<file path="config.mk">
export PLATFORM = sky130hd
export DESIGN_NAME = cialu_div_cell
export DESIGN_NICKNAME = d
export VERILOG_FILES = /design/src/hw/rtl/cialu_pkg.sv /design/src/hw/rtl/cialu_div_cell.sv
export SDC_FILE = /design/constraint.sdc
export NUM_CORES = 1
export LEC_CHECK = 0
export ABC_AREA = 1
export BUFFER_PORTS_ARGS = -buffer_cell sky130_fd_sc_hd__buf_2
export CAP_MARGIN = 10
export CORE_AREA = 2 2 349 351
export CTS_CLUSTER_DIAMETER = 100
export DETAILED_ROUTE_END_ITERATION = 8
export DIE_AREA = 0 0 351 353
export PLACE_DENSITY = 0.52
export SETUP_SLACK_MARGIN = 0.3
export SLEW_MARGIN = 20
export SYNTH_ARGS = -nofsm -noshare
export SYNTH_HDL_FRONTEND = slang
export SYNTH_SLANG_ARGS = --single-unit
</file>
<file path="constraint.sdc">
create_clock -name clk -period 0.8 [get_ports clk]
set_input_delay 0.08 -clock clk [delete_from_list [all_inputs] [get_ports clk]]
set_output_delay 0.08 -clock clk [all_outputs]
set_load 0.1 [all_outputs]
</file>
<file path="src/hw/rtl/cialu_pkg.sv">
`timescale 1ns / 1ps
// ============================================================================
// cialu_pkg: shared types and constants of the complex integer ALU
// Operation codes, widths and the word that travels down the divider chain.
// ============================================================================
package cialu_pkg;

    localparam int DW = 32;          // width of one operand or result part
    localparam int PW = 2 * DW;      // width of a product and of the divisor

    typedef enum logic [2:0] {
        ACT_ADD = 3'd0,
        ACT_SUB = 3'd1,
        ACT_MUL = 3'd2,
        ACT_DIV = 3'd3,
        ACT_NEG = 3'd4
    } action_t;

    // One word in flight through the divider chain.
    typedef struct packed {
        logic                 valid;
        logic                 div_op;
        logic                 zero_den;
        logic                 neg_re;
        logic                 neg_im;
        logic [PW-1:0]        den;
        logic [PW-1:0]        rem_re;
        logic [PW-1:0]        rem_im;
        logic [PW-1:0]        num_re;
        logic [PW-1:0]        num_im;
        logic [DW-1:0]        q_re;
        logic [DW-1:0]        q_im;
        logic signed [DW-1:0] res_re;
        logic signed [DW-1:0] res_im;
    } cell_word_t;

endpackage

</file>
<file path="src/hw/rtl/cialu_div_cell.sv">
`timescale 1ns / 1ps
// ============================================================================
// cialu_div_cell: one restoring division step
// Takes one numerator bit into each partial remainder, subtracts the
// divisor where it fits and shifts the quotient bit in.
// ============================================================================
module cialu_div_cell (
    input  logic                  clk,
    input  logic                  rst_n,
    input  cialu_pkg::cell_word_t word_in,
    output cialu_pkg::cell_word_t word_out
);

    localparam int PW = cialu_pkg::PW;
    localparam int DW = cialu_pkg::DW;

    cialu_pkg::cell_word_t word_reg, word_next;
    logic [PW-1:0]         trial_re, trial_im;
    logic                  fit_re, fit_im;

    always_comb
    begin
        // The remainder stays below the divisor, so its top bit is always clear.
        trial_re = {word_in.rem_re[PW-2:0], word_in.num_re[PW-1]};
        trial_im = {word_in.rem_im[PW-2:0], word_in.num_im[PW-1]};
        fit_re   = (trial_re >= word_in.den);
        fit_im   = (trial_im >= word_in.den);

        word_next        = word_in;
        word_next.rem_re = fit_re ? trial_re - word_in.den : trial_re;
        word_next.rem_im = fit_im ? trial_im - word_in.den : trial_im;
        word_next.num_re = {word_in.num_re[PW-2:0], 1'b0};
        word_next.num_im = {word_in.num_im[PW-2:0], 1'b0};
        word_next.q_re   = {word_in.q_re[DW-2:0], fit_re};
        word_next.q_im   = {word_in.q_im[DW-2:0], fit_im};
    end

    always_ff @(posedge clk or negedge rst_n)
    begin
        if (!rst_n)
        begin
            word_reg <= '0;
        end
        else
        begin
            word_reg <= word_next;
        end
    end

    assign word_out = word_reg;

endmodule

</file>
# Word-level counts from Yosys, hierarchy flattened
# Cells that the tools add are included.
# Widths: inputs -> output; s select.
# word_totals
ramBits,0
ff_bits,451
romBits,0
output_inout_bits,453
n_memories,0
latch_bits,0
# op_classes
eq_ne,0
reduce_logical,0
mux,2
mul,0
shift,0
bitwise,0
div,0
add_sub_neg,2
magnitude_cmp,2
# op_table
cell,n
$ge 64x64->1,2
$mux 64,2
$sub 64x64->64,2

# Longest topological paths before layout
# logic_depth
ltp_word,2
mapped_depth,18

# Least setup slack after synthesis
# OpenSTA, ideal clock, no wires.
# synth_path
path_type,input port to flip-flop
startpoint,input word_in[191] (netlist name)
endpoint,register word_reg (netlist bit word_out[295])
stages,18
n_path_buf,2
setup_time_ps,66
arrival_ps,1918
slack_ps,-1184
path_cell_list,inv_1 -> ha_1 -> fa_1 -> inv_1 -> nand3_1 -> nand2_2 -> nand2_1 -> nand2_2 -> nand2_1 -> nand2_2 -> nand2_1 -> nand2_1 -> nand2_1 -> nand3_2 -> buf_8 -> buf_8 -> nand3_2 -> nand2_1
# synth_rtl
element,line,text
"start, declared",cialu_div_cell.sv:10,"input cialu_pkg::cell_word_t word_in,"
"end signal, assigned",cialu_div_cell.sv:46,word_reg <= word_next;
"end, declared",cialu_div_cell.sv:17,"cialu_pkg::cell_word_t word_reg, word_next;"

==> results.toml <==
[place]
hpwl_um = 142000
io_buffers = 901
place_ws_ns = -1.86
dp_cells = 6748
post_dp_cell_area_um2 = 45800
gp_congestion = 0.997

[cts]
cts_tree = "built"
cts.sinks = 451
cts_root_buf = "clkbuf_16"
cts.reportedPaths.clkPinSlew_ns = 0.06
cts_made_buffers = 61
cts_buffer_depth = 3
htreeDepth = 2

[setup_path]
cp_data_arrival_time_ns = 2.26
worstPathRequired_ns = 1.35
end_kind = "flop"
start_kind = "input pin"
critical_path_class = "input pin to flop"
cp_max_fo = 7

[yosys]
ys_seq_area_share_pct = 44.4
syn_area_um2 = 25400
synth_cell_types = 33
syn_avg_cell_area_um2 = 7.11
syn_inst = 3572
ys_ff_latch = 451
yosysWarnings = 0

[route]
dr_wl_met3_um = 10500
dr.first_iter.drc_count = 1856
drtPass1Iterations = 7
vias_per_cell = 4.28
drc = 0
ant_nets = 0
routedWlPerCell_um = 23.6
wirelength_um = 175000
dr_total_vias = 31682
drt-met1-wl_um = 65400
maxUsedRoutingLayer = "met5"
met2WireLength_um = 90100

[worst_hold_path]
hold_end = "word_out[384]"
hold_start = "word_in[384]"
hold_path_depth = 1
min_path_type = "input pin to flop"

[final_layout]
final_cells = 7410
stdcell_area_um2 = 56300
drive_gt1_share_pct = 48.2
areaGrowthSynthToFinish_pct = 122
final_nets = 6295
largest_reg_flops = 451

[floorplanning]
num_rows = 128
coreArea_um2 = 121000
die_x_um = 351
start_util_pct = 21.1
pin_count = 908
die-area_um2 = 124000
die_h_um = 353

[timing]
fin_crit_sh_pct = 214
report.final.slew_viol_count = 0
max_freq_mhz = 585
layout_setup_ws_ns = -0.908
hold_violations = 26
rsz0062_at_grt = "true"
tightest_slew_ns = 0.571
hold_ws_ns = -0.409
timing.final.crit_period_ns = 1.71
maxSlewHeadroom_pct = 61.8
setup_viol_count_final = 617

[pwr]
p_leak_nw = 28.5
peakVddDrop_v = 0.00175
p_total_w = 0.107
powerDensity_nw_per_um2 = 1900

[global_route]
grt_use_total_pct = 26.8
grt-ovfl-total = 0
grt_max_degree = 38
grt_pass1_wl_um = 234000
antenna_found_initial = 59
grt_pass1_vias = 31985

[outcome]
violations = "negative hold slack, negative setup slack"
status = "finished with violations"

[job]
max-cap-violations = 0
repair_timing:
item | in CTS | in global routing
hold buffers | 416 | 21
buffers inserted | 25 | 40
resized for setup | 178 | 480
gates cloned | 7 | 15
endpoints found under the setup margin | 581 | 1031
hold endpoints to repair | 900 | 38
pin swaps | 41 | 153
where the power goes:
| group | total (W) | internal, W | switching (W) |
|---|---|---|---|
| logic | 0.0484 | 0.0187 | 0.0297 |
| clock network | 0.0303 | 0.0184 | 0.0119 |
| registers | 0.0282 | 0.0261 | 0.00210 |
through the flow:
stage	util, %	setup TNS (ns)
6_report	46.7	-386.96
5_1_grt	46.7	-415.55
4_1_cts	44.3	-403.25
3_5_place_dp	38.0	-218.36
2_1_floorplan	-	-130.27
3_3_place_gp	38.0	-216.89
cells by family (layout without fill, tap and decap cells):
logic type	after synthesis	count (layout)	synth area share, %
buffers and inverters	801	2991	12.2
AOI/OAI and AO/OA	93	93	1.95
xor gates and xnor gates	62	62	2.14
adders and majority gates	130	130	6.46
and+or+nand+nor	2034	2034	32.8
other	1	24	0.0148
DFF	451	451	44.4
critical path, stage by stage:
cell and delay (ns):
buf_6 0.08, clkinvlp_4 0.23, ha_4 0.38, nand2_4 0.06, nor2_4 0.17, nand2_4 0.08
nor4_4 0.36, buf_4 0.17, buf_6 0.09, o21ai_4 0.06, buf_12 0.15, buf_12 0.15
nand3_1 0.08, nand2_2 0.09
layer usage:
layer | track usage [%] | up-vias
li1 | - | 15039
met1 | 30.4 | 15106
met4 | 9.71 | 22
met3 | 4.58 | 342
met5 | 0 | -
met2 | 49.8 | 1173
synthesized netlist by cell type (all sizes together):
cell | n | area share, %
a21oi | 80 | 1.7
and2 | 4 | 0.099
and3 | 3 | 0.074
buf | 29 | 0.81
clkbuf | 11 | 0.16
conb | 1 | 0.015
dfrtp | 451 | 44
fa | 2 | 0.16
ha | 128 | 6.3
inv | 761 | 11
nand2 | 1420 | 21
nand3 | 300 | 6.1
nand3b | 4 | 0.12
nand4 | 40 | 0.99
nor2 | 237 | 3.6
nor3 | 17 | 0.33
nor4 | 9 | 0.36
o21ai | 13 | 0.29
xnor2 | 2 | 0.069
xor2 | 60 | 2.1
cell type report:
| type | instances | area, um2 |
|---|---|---|
| diodes | 22 | 55.1 |
| clock buffers | 85 | 1730 |
| clock inverters | 31 | 493 |
| fillers | 11446 | 64300 |
| inverters | 761 | 2960 |
| multi-input cells | 2321 | 13500 |
| flip-flops and latches | 451 | 12900 |
| well taps | 1625 | 2030 |
| repair buffers | 2114 | 22500 |
cells in the final DEF (no fill, tap or decap), types with 48 or more instances in the layout:
master         instances
xor2_1                58
nand3_1              194
inv_1                687
buf_2                428
nand3_2               90
nor2_2                51
nand2_1             1227
nand2_2              162
dfrtp_4              440
ha_4                  61
buf_4                709
inv_2                 48
a21oi_1               61
ha_1                  65
clkbuf_16             74
buf_12               491
dlygate4sd3_1        437
nor2_1               157
how the worst max path moves through the flow:
stage | start | endpoint | cells after the start
floorplan | word_in[191] | word_out[295] | 18
global placement | word_in[425] | word_out[302] | 17
detailed placement | word_in[425] | word_out[302] | 17
CTS | word_in[413] | word_out[356] | 19
global route | word_in[394] | word_out[382] | 17
finish | word_in[414] | word_out[354] | 14
No activity file was read; power rests on OpenSTA's default activity.
